**src/sv/md5_pkg.sv**
```systemverilog
// MD5 engine package: initial chaining values, additive constants and
// per-step helper functions (rotation, message word index, round function).
// No dependencies.
`default_nettype none

package md5_pkg;

   localparam logic [31:0] IV_TABLE [4] = '{
      32'h67452301, 32'hefcdab89, 32'h98badcfe, 32'h10325476
   };

   localparam logic [31:0] K_TABLE [64] = '{
      32'hd76aa478, 32'he8c7b756, 32'h242070db, 32'hc1bdceee,
      32'hf57c0faf, 32'h4787c62a, 32'ha8304613, 32'hfd469501,
      32'h698098d8, 32'h8b44f7af, 32'hffff5bb1, 32'h895cd7be,
      32'h6b901122, 32'hfd987193, 32'ha679438e, 32'h49b40821,
      32'hf61e2562, 32'hc040b340, 32'h265e5a51, 32'he9b6c7aa,
      32'hd62f105d, 32'h02441453, 32'hd8a1e681, 32'he7d3fbc8,
      32'h21e1cde6, 32'hc33707d6, 32'hf4d50d87, 32'h455a14ed,
      32'ha9e3e905, 32'hfcefa3f8, 32'h676f02d9, 32'h8d2a4c8a,
      32'hfffa3942, 32'h8771f681, 32'h6d9d6122, 32'hfde5380c,
      32'ha4beea44, 32'h4bdecfa9, 32'hf6bb4b60, 32'hbebfbc70,
      32'h289b7ec6, 32'heaa127fa, 32'hd4ef3085, 32'h04881d05,
      32'hd9d4d039, 32'he6db99e5, 32'h1fa27cf8, 32'hc4ac5665,
      32'hf4292244, 32'h432aff97, 32'hab9423a7, 32'hfc93a039,
      32'h655b59c3, 32'h8f0ccc92, 32'hffeff47d, 32'h85845dd1,
      32'h6fa87e4f, 32'hfe2ce6e0, 32'ha3014314, 32'h4e0811a1,
      32'hf7537e82, 32'hbd3af235, 32'h2ad7d2bb, 32'heb86d391
   };

   localparam logic [4:0] ROT_TABLE [16] = '{
      5'd7, 5'd12, 5'd17, 5'd22, 5'd5, 5'd9, 5'd14, 5'd20,
      5'd4, 5'd11, 5'd16, 5'd23, 5'd6, 5'd10, 5'd15, 5'd21
   };

   // rotation amount of a step: by round and step position within a group of four
   function automatic logic [4:0] rot_amount(input logic [5:0] step);
      return ROT_TABLE[{step[5:4], step[1:0]}];
   endfunction

   // message word used by a step
   function automatic logic [3:0] msg_index(input logic [5:0] step);
      logic [3:0] j;
      j = step[3:0];
      case (step[5:4])
         2'd0:    return j;
         2'd1:    return 4'(j * 4'd5 + 4'd1);
         2'd2:    return 4'(j * 4'd3 + 4'd5);
         default: return 4'(j * 4'd7);
      endcase
   endfunction

   // nonlinear round function
   function automatic logic [31:0] round_fn(input logic [1:0] round,
                                            input logic [31:0] b,
                                            input logic [31:0] c,
                                            input logic [31:0] d);
      case (round)
         2'd0:    return (b & c) | (~b & d);
         2'd1:    return (b & d) | (c & ~d);
         2'd2:    return b ^ c ^ d;
         default: return c ^ (b | ~d);
      endcase
   endfunction

   function automatic logic [31:0] rotl32(input logic [31:0] v, input logic [4:0] s);
      return (v << s) | (v >> (6'd32 - {1'b0, s}));
   endfunction

endpackage

`default_nettype wire

```
**src/sv/md5_hash_engine_core.sv**
```systemverilog
// MD5 engine: one message byte per word in, four 32-bit digest words out.
// Depends on md5_pkg; the block buffer is a 16x32 memory with a registered read.
// Bytes are taken only in idle; every 64th byte starts a compression (prefetch in
// LOAD0/LOAD1, 64 steps, chaining add) in the one-step round unit, under req_stall.
// End of message: up to 18 padding word writes and one or two compressions, then
// the digest drains from an output buffer. Sync reset restores the initial chain.
`default_nettype none

module md5_hash_engine_core (
   input  wire logic        clock,
   input  wire logic        reset,
   input  wire logic        req_valid,
   output logic             req_stall,
   input  wire logic [7:0]  req_data_byte,
   input  wire logic        req_byte_valid,
   input  wire logic        req_end_of_message,
   output logic             rsp_valid,
   input  wire logic        rsp_stall,
   output logic [31:0]      rsp_digest_word,
   output logic [1:0]       rsp_word_number,
   output logic             rsp_final_word
);
   import md5_pkg::*;

   typedef enum logic [3:0] {
      ST_IDLE, ST_PAD80, ST_PADZ, ST_PADL0, ST_PADL1,
      ST_LOAD0, ST_LOAD1, ST_COMP, ST_FINISH, ST_DONE
   } state_type;

   state_type   state_ff, state_in, ret_ff, ret_in;
   logic [31:0] chain_ff [4];
   logic [31:0] chain_in [4];
   logic [31:0] obuf_ff [4];
   logic [31:0] obuf_in [4];
   logic [31:0] a_ff, b_ff, c_ff, d_ff, a_in, b_in, c_in, d_in;
   logic [31:0] pre_ff, pre_in;
   logic [31:0] acc_ff, acc_in;
   logic [63:0] bits_ff, bits_in;
   logic [5:0]  pos_ff, pos_in;
   logic [3:0]  wp_ff, wp_in;
   logic [5:0]  step_ff, step_in;
   logic [2:0]  ocnt_ff, ocnt_in;
   logic [1:0]  oidx_ff, oidx_in;

   // block buffer
   logic [31:0] block_mem [16];
   logic [31:0] rd_data_ff;
   logic        wr_en;
   logic [3:0]  wr_addr, rd_addr;
   logic [31:0] wr_data;

   logic        req_take, rsp_take;
   logic [31:0] byte_word, pad_word, step_sum, step_rot;
   logic [5:0]  step_next;

   assign req_take = req_valid && !req_stall;
   assign rsp_take = rsp_valid && !rsp_stall;
   assign req_stall = (state_ff != ST_IDLE);

   assign rsp_valid       = (ocnt_ff != 3'd0);
   assign rsp_digest_word = obuf_ff[oidx_ff];
   assign rsp_word_number = oidx_ff;
   assign rsp_final_word  = (oidx_ff == 2'd3);

   // byte lane merge and padding marker merge
   assign byte_word = (pos_ff[1:0] == 2'd0) ? {24'd0, req_data_byte}
                    : acc_ff | ({24'd0, req_data_byte} << {pos_ff[1:0], 3'b000});
   assign pad_word  = (pos_ff[1:0] == 2'd0) ? 32'h0000_0080
                    : acc_ff | (32'h0000_0080 << {pos_ff[1:0], 3'b000});

   // one compression step; pre_ff already holds a + K + M
   assign step_next = step_ff + 6'd1;
   assign step_sum  = pre_ff + round_fn(step_ff[5:4], b_ff, c_ff, d_ff);
   assign step_rot  = rotl32(step_sum, rot_amount(step_ff));

   always_comb begin
      state_in = state_ff;
      ret_in   = ret_ff;
      chain_in = chain_ff;
      obuf_in  = obuf_ff;
      a_in     = a_ff;
      b_in     = b_ff;
      c_in     = c_ff;
      d_in     = d_ff;
      pre_in   = pre_ff;
      acc_in   = acc_ff;
      bits_in  = bits_ff;
      pos_in   = pos_ff;
      wp_in    = wp_ff;
      step_in  = step_ff;
      ocnt_in  = ocnt_ff;
      oidx_in  = oidx_ff;
      wr_en    = 1'b0;
      wr_addr  = pos_ff[5:2];
      wr_data  = byte_word;
      rd_addr  = msg_index(6'd0);

      // digest drain
      if (rsp_take) begin
         ocnt_in = ocnt_ff - 3'd1;
         oidx_in = oidx_ff + 2'd1;
      end

      case (state_ff)
         ST_IDLE: begin
            if (req_take) begin
               if (req_byte_valid) begin
                  wr_en   = 1'b1;
                  acc_in  = byte_word;
                  pos_in  = pos_ff + 6'd1;
                  bits_in = bits_ff + 64'd8;
               end
               if (req_byte_valid && pos_ff == 6'h3f) begin
                  ret_in   = req_end_of_message ? ST_PAD80 : ST_IDLE;
                  state_in = ST_LOAD0;
               end else if (req_end_of_message) begin
                  state_in = ST_PAD80;
               end
            end
         end
         // marker byte completes the current word
         ST_PAD80: begin
            wr_en   = 1'b1;
            wr_data = pad_word;
            wp_in   = pos_ff[5:2] + 4'd1;
            if (pos_ff[5:2] == 4'd15) begin
               ret_in   = ST_PADZ;
               state_in = ST_LOAD0;
            end else begin
               state_in = ST_PADZ;
            end
         end
         // zero words up to the length field
         ST_PADZ: begin
            if (wp_ff == 4'd14) begin
               state_in = ST_PADL0;
            end else begin
               wr_en   = 1'b1;
               wr_addr = wp_ff;
               wr_data = 32'd0;
               wp_in   = wp_ff + 4'd1;
               if (wp_ff == 4'd15) begin
                  ret_in   = ST_PADZ;
                  state_in = ST_LOAD0;
               end
            end
         end
         ST_PADL0: begin
            wr_en    = 1'b1;
            wr_addr  = 4'd14;
            wr_data  = bits_ff[31:0];
            state_in = ST_PADL1;
         end
         ST_PADL1: begin
            wr_en    = 1'b1;
            wr_addr  = 4'd15;
            wr_data  = bits_ff[63:32];
            ret_in   = ST_DONE;
            state_in = ST_LOAD0;
         end
         // prefetch the first message word
         ST_LOAD0: begin
            rd_addr  = msg_index(6'd0);
            state_in = ST_LOAD1;
         end
         ST_LOAD1: begin
            a_in     = chain_ff[0];
            b_in     = chain_ff[1];
            c_in     = chain_ff[2];
            d_in     = chain_ff[3];
            pre_in   = chain_ff[0] + K_TABLE[0] + rd_data_ff;
            rd_addr  = msg_index(6'd1);
            step_in  = 6'd0;
            state_in = ST_COMP;
         end
         // rounds; the next step's pre-sum uses the word read last cycle
         ST_COMP: begin
            a_in    = d_ff;
            b_in    = b_ff + step_rot;
            c_in    = b_ff;
            d_in    = c_ff;
            pre_in  = d_ff + K_TABLE[step_next] + rd_data_ff;
            rd_addr = msg_index(step_ff + 6'd2);
            step_in = step_next;
            if (step_ff == 6'h3f) begin
               state_in = ST_FINISH;
            end
         end
         ST_FINISH: begin
            chain_in[0] = chain_ff[0] + a_ff;
            chain_in[1] = chain_ff[1] + b_ff;
            chain_in[2] = chain_ff[2] + c_ff;
            chain_in[3] = chain_ff[3] + d_ff;
            step_in     = 6'd0;
            state_in    = ret_ff;
         end
         // hand the digest to the output buffer once it is empty
         ST_DONE: begin
            if (ocnt_ff == 3'd0) begin
               obuf_in  = chain_ff;
               ocnt_in  = 3'd4;
               oidx_in  = 2'd0;
               chain_in = IV_TABLE;
               bits_in  = 64'd0;
               pos_in   = 6'd0;
               state_in = ST_IDLE;
            end
         end
         default: begin
            state_in = ST_IDLE;
         end
      endcase
   end

   // control and datapath registers
   always_ff @(posedge clock) begin
      if (reset) begin
         state_ff <= ST_IDLE;
         ret_ff   <= ST_IDLE;
         chain_ff <= IV_TABLE;
         a_ff     <= 32'd0;
         b_ff     <= 32'd0;
         c_ff     <= 32'd0;
         d_ff     <= 32'd0;
         bits_ff  <= 64'd0;
         pos_ff   <= 6'd0;
         wp_ff    <= 4'd0;
         step_ff  <= 6'd0;
         ocnt_ff  <= 3'd0;
         oidx_ff  <= 2'd0;
      end else begin
         state_ff <= state_in;
         ret_ff   <= ret_in;
         chain_ff <= chain_in;
         a_ff     <= a_in;
         b_ff     <= b_in;
         c_ff     <= c_in;
         d_ff     <= d_in;
         bits_ff  <= bits_in;
         pos_ff   <= pos_in;
         wp_ff    <= wp_in;
         step_ff  <= step_in;
         ocnt_ff  <= ocnt_in;
         oidx_ff  <= oidx_in;
      end
      pre_ff  <= pre_in;
      acc_ff  <= acc_in;
      obuf_ff <= obuf_in;
   end

   // block buffer: one write port, one registered read port
   always_ff @(posedge clock) begin
      if (wr_en) begin
         block_mem[wr_addr] <= wr_data;
      end
      rd_data_ff <= block_mem[rd_addr];
   end

   // checks
   a_step_only_in_rounds: assert property (@(posedge clock) disable iff (reset)
      (step_ff != 6'd0) |-> (state_ff == ST_COMP))
      else $error("step counter running outside the rounds");

   a_ocnt_bound: assert property (@(posedge clock) disable iff (reset)
      ocnt_ff <= 3'd4)
      else $error("digest word count out of range");

   a_done_restart: assert property (@(posedge clock) disable iff (reset)
      (state_ff == ST_DONE && ocnt_ff == 3'd0) |=>
         (rsp_valid && chain_ff[0] == IV_TABLE[0] && bits_ff == 64'd0))
      else $error("digest handoff did not restart the chaining state");

   a_final_last: assert property (@(posedge clock) disable iff (reset)
      (rsp_take && rsp_final_word) |-> (ocnt_ff == 3'd1))
      else $error("final digest word out of order");

endmodule

`default_nettype wire
```
**config.mk**
```make
export PLATFORM = sky130hd
export DESIGN_NAME = md5_hash_engine_core
export DESIGN_NICKNAME = d
export VERILOG_FILES = /design/src/sv/md5_pkg.sv /design/src/sv/md5_hash_engine_core.sv
export SDC_FILE = /design/constraint.sdc
export NUM_CORES = 2
export LEC_CHECK = 0
export BUFFER_PORTS_ARGS = -buffer_cell sky130_fd_sc_hd__buf_2
export CORE_MARGIN = 10
export CORE_UTILIZATION = 30
export CTS_BUF_LIST = sky130_fd_sc_hd__clkbuf_4
export DETAILED_ROUTE_END_ITERATION = 8
export HOLD_SLACK_MARGIN = 0.02
export PLACE_DENSITY_LB_ADDON = 0.1
export SLEW_MARGIN = 20
export SYNTH_ARGS = -nofsm -noshare
export SYNTH_HDL_FRONTEND = slang
export SYNTH_SLANG_ARGS = --single-unit
```
**constraint.sdc**
```tcl
create_clock -name clock -period 11.9 [get_ports clock]
set_input_delay 1.785 -clock clock [delete_from_list [all_inputs] [get_ports clock]]
set_output_delay 1.785 -clock clock [all_outputs]
set_load 0.01 [all_outputs]
```
After elaboration in Yosys (flattened, before gate mapping)

Memories as Yosys holds them, arrays and structs flattened. A register that Yosys moved wholly into a read port is not among the register bits.
Cells that the tools add are included.

Input port bits: 14
Memory bits (writable): 512
Latch bits: 0
Output and inout bits: 37
Bits in registers: 541
Bits in read-only memories: 2128
Memories: 3
Word-level logic and storage cells: 192

Multiplexer cells: 62
Reduce and logical (&&, ||, !) cells: 27
Equal/unequal tests: 29
Div/mod/pow operators: 0
Bitwise operators: 18
$add $sub $neg: 21
$lt $le $gt $ge: 3
$mul: 3
Shift operators: 4

Memory list:

| memory          | depth | bits a word | read ports | clocked after Yosys merged registers in | write ports | RTL line                    | source |
|---|---|---|---|---|---|---|---|
| (no name shown) | 64    | 32          | 1          | 0                                       | 0           | md5_hash_engine_core.sv:182 | `pre_in = d_ff + K_TABLE[step_next] + rd_data_ff;` |
| block_mem       | 16    | 32          | 1          | 1                                       | 1           | md5_hash_engine_core.sv:46  | `logic [31:0] block_mem [16];` |
| (no name shown) | 16    | 5           | 1          | 0                                       | 0           | md5_pkg.sv:38               | `return ROT_TABLE[{step[5:4], step[1:0]}];` |

Operators by type and width:

| operator               | count |
|---|---|
| $pmux 32 s2            | 5 |
| $add 32x32->32         | 9 |
| $pmux 128 s2           | 1 |
| $mux 32                | 7 |
| $mux 64                | 3 |
| $or 32x32->32          | 6 |
| $and 32x32->32         | 4 |
| $mux 128               | 1 |
| $pmux 32 s4            | 1 |
| $pmux 64 s2            | 1 |
| $pmux 32 s3            | 1 |
| $xor 32x32->32         | 3 |
| $add 64x4->64 const B  | 1 |
| $bmux 32 s2            | 1 |
| $not 32->32            | 2 |
| $mux 4                 | 14 |
| $pmux 4 s10            | 1 |
| $add 32x32->32 const B | 1 |
| $shl 32x5->32          | 1 |
| $shl 8x5->32           | 1 |
| $shl 8x5->32 const A   | 1 |
| $shr 32x6->32          | 1 |
| $pmux 4 s3             | 2 |
| $pmux 6 s2             | 2 |
| 47 further kinds       | 97 |

Longest topological paths before layout

Depth in word-level cells: 9
Gate-level depth with buffers: 38
Depth with buffers taken out: 32

Least setup slack after synthesis

No wires, ideal clock.

Kind: register to register
Start: register step_ff[4]
End: register b_ff[31]
Period minus slack after synthesis: 8.274 ns
Cell stages (with the launch flop): 37
Required time: 11.785 ns
Path buffers: 6
Arrival time: 8.159 ns
Setup time: 0.115 ns
Setup slack: 3.626 ns
Cell sequence: dfxtp_1 > buf_2 > buf_2 > clkbuf_1 > clkbuf_1 > clkbuf_1 > clkbuf_1 > xnor2_1 > nand2_1 > o21ai_0 > a31oi_1 > ha_1 > nand4_1 > or2_0 > o221a_4 > a41o_4 > or4_4 > o211ai_2 > xnor2_1 > nor2_1 > or4_1 > a21oi_1 > a31oi_1 > o21ai_0 > ha_1 > a2111oi_0 > o21ai_0 > a2111oi_0 > o21bai_1 > a311oi_2 > o21ai_1 > nand4_1 > a21o_1 > nand2b_1 > a21oi_1 > xnor3_1 > o21a_1

Longest elaborated chain between the ends: 9
Elaborated cells on any way between the ends: 15
Those cells by class: add/sub: 3; eq/ne: 2; shift: 2; mux: 4; bitwise: 2; reduce/logical: 1; memory: 1

RTL lines:

| item                                      | RTL line                    | source |
|---|---|---|
| from (decl)                               | md5_hash_engine_core.sv:41  | `logic [5:0] step_ff, step_in;` |
| from (signal assigned)                    | md5_hash_engine_core.sv:242 | `step_ff <= step_in;` |
| $not 4->5 (implied by the code)           | md5_pkg.sv:38               |  |
| $mem_v2 16x5                              | -                           |  |
| $mux 5 (implied by the code) (2 in a row) | md5_pkg.sv:38               |  |
| $sub 6x5->6                               | md5_pkg.sv:67               | `return (v << s) \| (v >> (6'd32 - {1'b0, s}));` |
| $shr 32x6->32                             | md5_pkg.sv:67               |  |
| $or 32x32->32 *                           | md5_pkg.sv:67               |  |
| $add 32x32->32 *                          | md5_hash_engine_core.sv:179 | `b_in = b_ff + step_rot;` |
| $pmux 32 s2 *                             | md5_hash_engine_core.sv:104 | `case (state_ff)` |
| to (signal assigned)                      | md5_hash_engine_core.sv:236 | `b_ff <= b_in;` |
| to (decl)                                 | md5_hash_engine_core.sv:35  | `logic [31:0] a_ff, b_ff, c_ff, d_ff, a_in, b_in, c_in, d_in;` |

Mark *: on every way between the ends. The rest lies on a longest branch, timed or not. The select of a mux whose other input is x is not followed.
A chain may end at the register's enable or synchronous reset.

Final worst setup path

Ends and elaborated chain as after synthesis.

==> metrics.txt <==
DIE WIDTH=approximately 480 um; All-Layer GR Usage=0.199; clock period minus worst slack=~9500 ps; RePlAce Congestion=0.920; crit path launch=step_ff[4]; vias in the first global route=between 50k and 60k; Synth Instances=between 6k and 7k; IO buf count=50; I/O pin total=between 50 and 60; Slew headroom=0.287; # rows=around 170; clock-pin slew on the worst setup and hold paths=70 ps; DIE HEIGHT=481 um; Async SR Flop Fraction=0; Peak supply drop=between 0.1 and 0.15 mV; vias per cell=between 5 and 6; synthesized area=around 64,000 um2; Final Total Pwr=10.7 mW; initial antenna violation count=10; Final Setup Violations=0; cell leakage power=between 20 and 30 nW; CP max FO=32; total grt overflow=0; Worst Reg-to-Reg Cells=31; largest area contributor in the netlist=edfxtp_1; synth top area cells=edfxtp_1 33%, dfxtp_1 12%, ha_1 6.2%, mux4_2 6.1%, a21oi_1 4.2%; via count=50.6k; Avg Cell Area, Syn=approximately 10 um2; Max Transition Viols Final=0; worst hold stages=0; Routed Antenna Nets=0; Initial Util=0.301; Gate power share=0.238; Top cell by count, worst path=o21ai_0; Clk pwr share=0.336; final critical-path share of the clock period=0.797; worst hold path type=register to register; clk_lat worst skew=between 1000 and 1500 ps; Detailed Routing Iterations Pass 1=6; worst slew pin tran=roughly 1100 ps; Met2 Wirelength=approximately 110 mm; EDFF count, synth=704; Sw Share=0.320; Post-CTS Hold Buffers=0; hold endpoint=obuf_ff[21]; Net Switching=between 3 and 4 mW; crit path DAT=~11,000 ps; post-synthesis adder-cell area fraction=0.0755; largest family of logic cells by synthesized area=compound AO/OA/AOI/OAI gates; Post-CTS Setup Inserts=0; Most used DFF post-synth=edfxtp_1; Worst setup SP type=register; Compound-Gate Fraction of Synth Area=0.182; Root Driver=clkbuf_4; simple-gate share of the synthesized area=0.115; Iteration-0 DRC Markers=between 3k and 4k; first-pass GRT wire length=346 mm; final hold vios=0; Critical Path Max Stage Delay=640 ps; Seq/Total Area, Yosys=0.450; dpl ws=approximately 2400 ps; largest net degree at the start of global routing=between 100 and 150; post_cts resized=0; DP Wirelength=165 mm; Layout area overhead=12.5%; fmax=roughly 110 MHz; CTS tree=yes; share of cells above drive strength 1=0.152; #FFs+latches synth=between 1k and 1.5k; maximum level of the CTS H-tree=5; reg-to-reg critical path startpoint=step_ff[4]; setup slack, reg-to-reg=about 2400 ps; xor/xnor cell area share of the yosys netlist=0.0485; Syn. warnings=0; clk_skew=~110 ps; CP max stage cell=dfxtp_4; top-count cell post-synth=edfxtp_1; multiplexer share of the synthesized area=0.0977; HP Start=chain_ff[21]; RSZ-0062 raised after global routing=false; Worst EP required=approximately 13,000 ps; PD cells=roughly 150 nW/um2; # nets final=around 6.7k; Setup TNS=0 ps; P_int=between 7 and 8 mW; M1 WL=between 100 and 150 mm; DR WL met3=10.6 mm; routed len/inst=25.3 um; element type at the critical path end=register; Reg power frac=0.426; outcome=complete, no violations; CTS Buf Count=roughly 320; top layer in use=met4; reg-to-reg critical path endpoint=b_ff[31]; clock sink count=1,081; Setup WS post-layout=~2400 ps; Syn Nets=approximately 6.5k; Fillers=around 22k; Yosys cell types=between 90 and 100; kind of critical path=register to register; area share of the largest cell type after synthesis=0.331; Synth top cells by count=704 x edfxtp_1, 621 x nor2_1, 533 x a21oi_1; DIE AREA=roughly 230,000 um2; CORE AREA=212,000 um2; detailed-route DRC error count=0; final WL=approximately 240 mm; clock tree buffer depth=4; total of max-cap violations=0
==> layout make-up <==
| cell class | instances | area (um2) | area share |
|---|---|---|---|
| sequential | 1081 | 28700 | 0.400 |
| inverter | 171 | 654 | 0.00912 |
| multi-input combinational | 4551 | 33600 | 0.468 |
| antenna | 10 | 25.0 | 0.000349 |
| timing repair buffer | 189 | 1340 | 0.0187 |
| clock buffer | 474 | 3560 | 0.0496 |
| clock inverter | 76 | 402 | 0.00559 |
| tap | 2821 | 3530 | 0.0492 |
==> how the worst max path moves through the flow <==
stage	depth (start not counted)	slack [ps]	endpoint
after floorplan	36	3630	b_ff[31]
after detailed placement	31	2430	b_ff[31]
final	31	2420	b_ff[31]
after global placement	31	2430	b_ff[31]
after global routing	31	1340	b_ff[31]
after CTS	31	2300	b_ff[31]
==> cells in the final DEF, fill, tap and decap left out, types with 49 or more instances in the layout <==
| master | netlist | routed |
|---|---|---|
| clkinv_1 | 5 | 64 |
| o21ai_0 | 360 | 358 |
| nor2_1 | 621 | 599 |
| mux2i_1 | 218 | 218 |
| buf_4 | 0 | 136 |
| nand2_1 | 441 | 437 |
| buf_2 | 30 | 49 |
| clkbuf_4 | 1 | 474 |
| a21o_1 | 139 | 139 |
| inv_1 | 163 | 161 |
| ha_1 | 318 | 316 |
| dfxtp_1 | 377 | 372 |
| nand3_1 | 121 | 120 |
| edfxtp_1 | 704 | 704 |
| a31oi_1 | 87 | 86 |
| a21oi_1 | 533 | 531 |
| nor3_1 | 97 | 96 |
| mux4_2 | 173 | 173 |
| xor2_1 | 119 | 119 |
| xnor2_1 | 232 | 223 |
| o211ai_1 | 49 | 49 |
| nor2b_1 | 92 | 92 |
| a211oi_1 | 213 | 213 |
==> flip-flops by register name, summed over array words and instances (netlist names), 6 cells and up <==
signal,count
chain_ff,128
block_mem,512
c_ff,32
obuf_ff,128
step_ff,6
rd_data_ff,32
d_ff,32
a_ff,32
bits_ff,61
pos_ff,6
acc_ff,32
b_ff,32
pre_ff,32
==> power by group through the flow <==
stage          registers, mW  logic [mW]  clock network (mW)
5_1_grt                 4.58        2.85                3.95
6_report                4.56        2.55                3.60
3_5_place_dp            4.64        2.58                   0
3_3_place_gp            4.64        2.56                   0
4_1_cts                 4.56        2.59                3.74
2_1_floorplan           4.53        1.81                   0
==> critical path, delay by kind of cell, from the launching register on <==
| kind | cells | cell delay (ps) |
|---|---|---|
| compound gates | 18 | 5200 |
| fa+ha+maj | 3 | 1000 |
| xor+xnor | 2 | 760 |
| buf+inv | 2 | 720 |
| flops | 1 | 640 |
| mux | 2 | 530 |
| simple gates | 4 | 450 |
==> cell families after synthesis <==
logic type                 Yosys count
AOI/OAI and AO/OA                 1808
and+or+nand+nor                   1626
DFF                               1081
buffers and inverters              530
muxes                              405
adders and majority gates          360
xor gates and xnor gates           352
==> metrics by stage <==
stage | util | cell area, um2 | hold slack, ps | cells
final | 0.339 | 71800 | 448 | 9373
after global routing | 0.339 | 71800 | 485 | 9372
after CTS | 0.339 | 71800 | 456 | 9363
after detailed placement | 0.320 | 67800 | 468 | 8813
after global placement | 0.320 | 67800 | 471 | 8813
after floorplan | - | 63800 | 446 | 6162
==> metal layers <==
layer	track usage	up-vias
met5	0	-
met3	0.0294	373
met2	0.333	1321
li1	-	23737
met4	0.0675	0
met1	0.263	25126
Note: power is estimated with default switching activity, not from simulation.
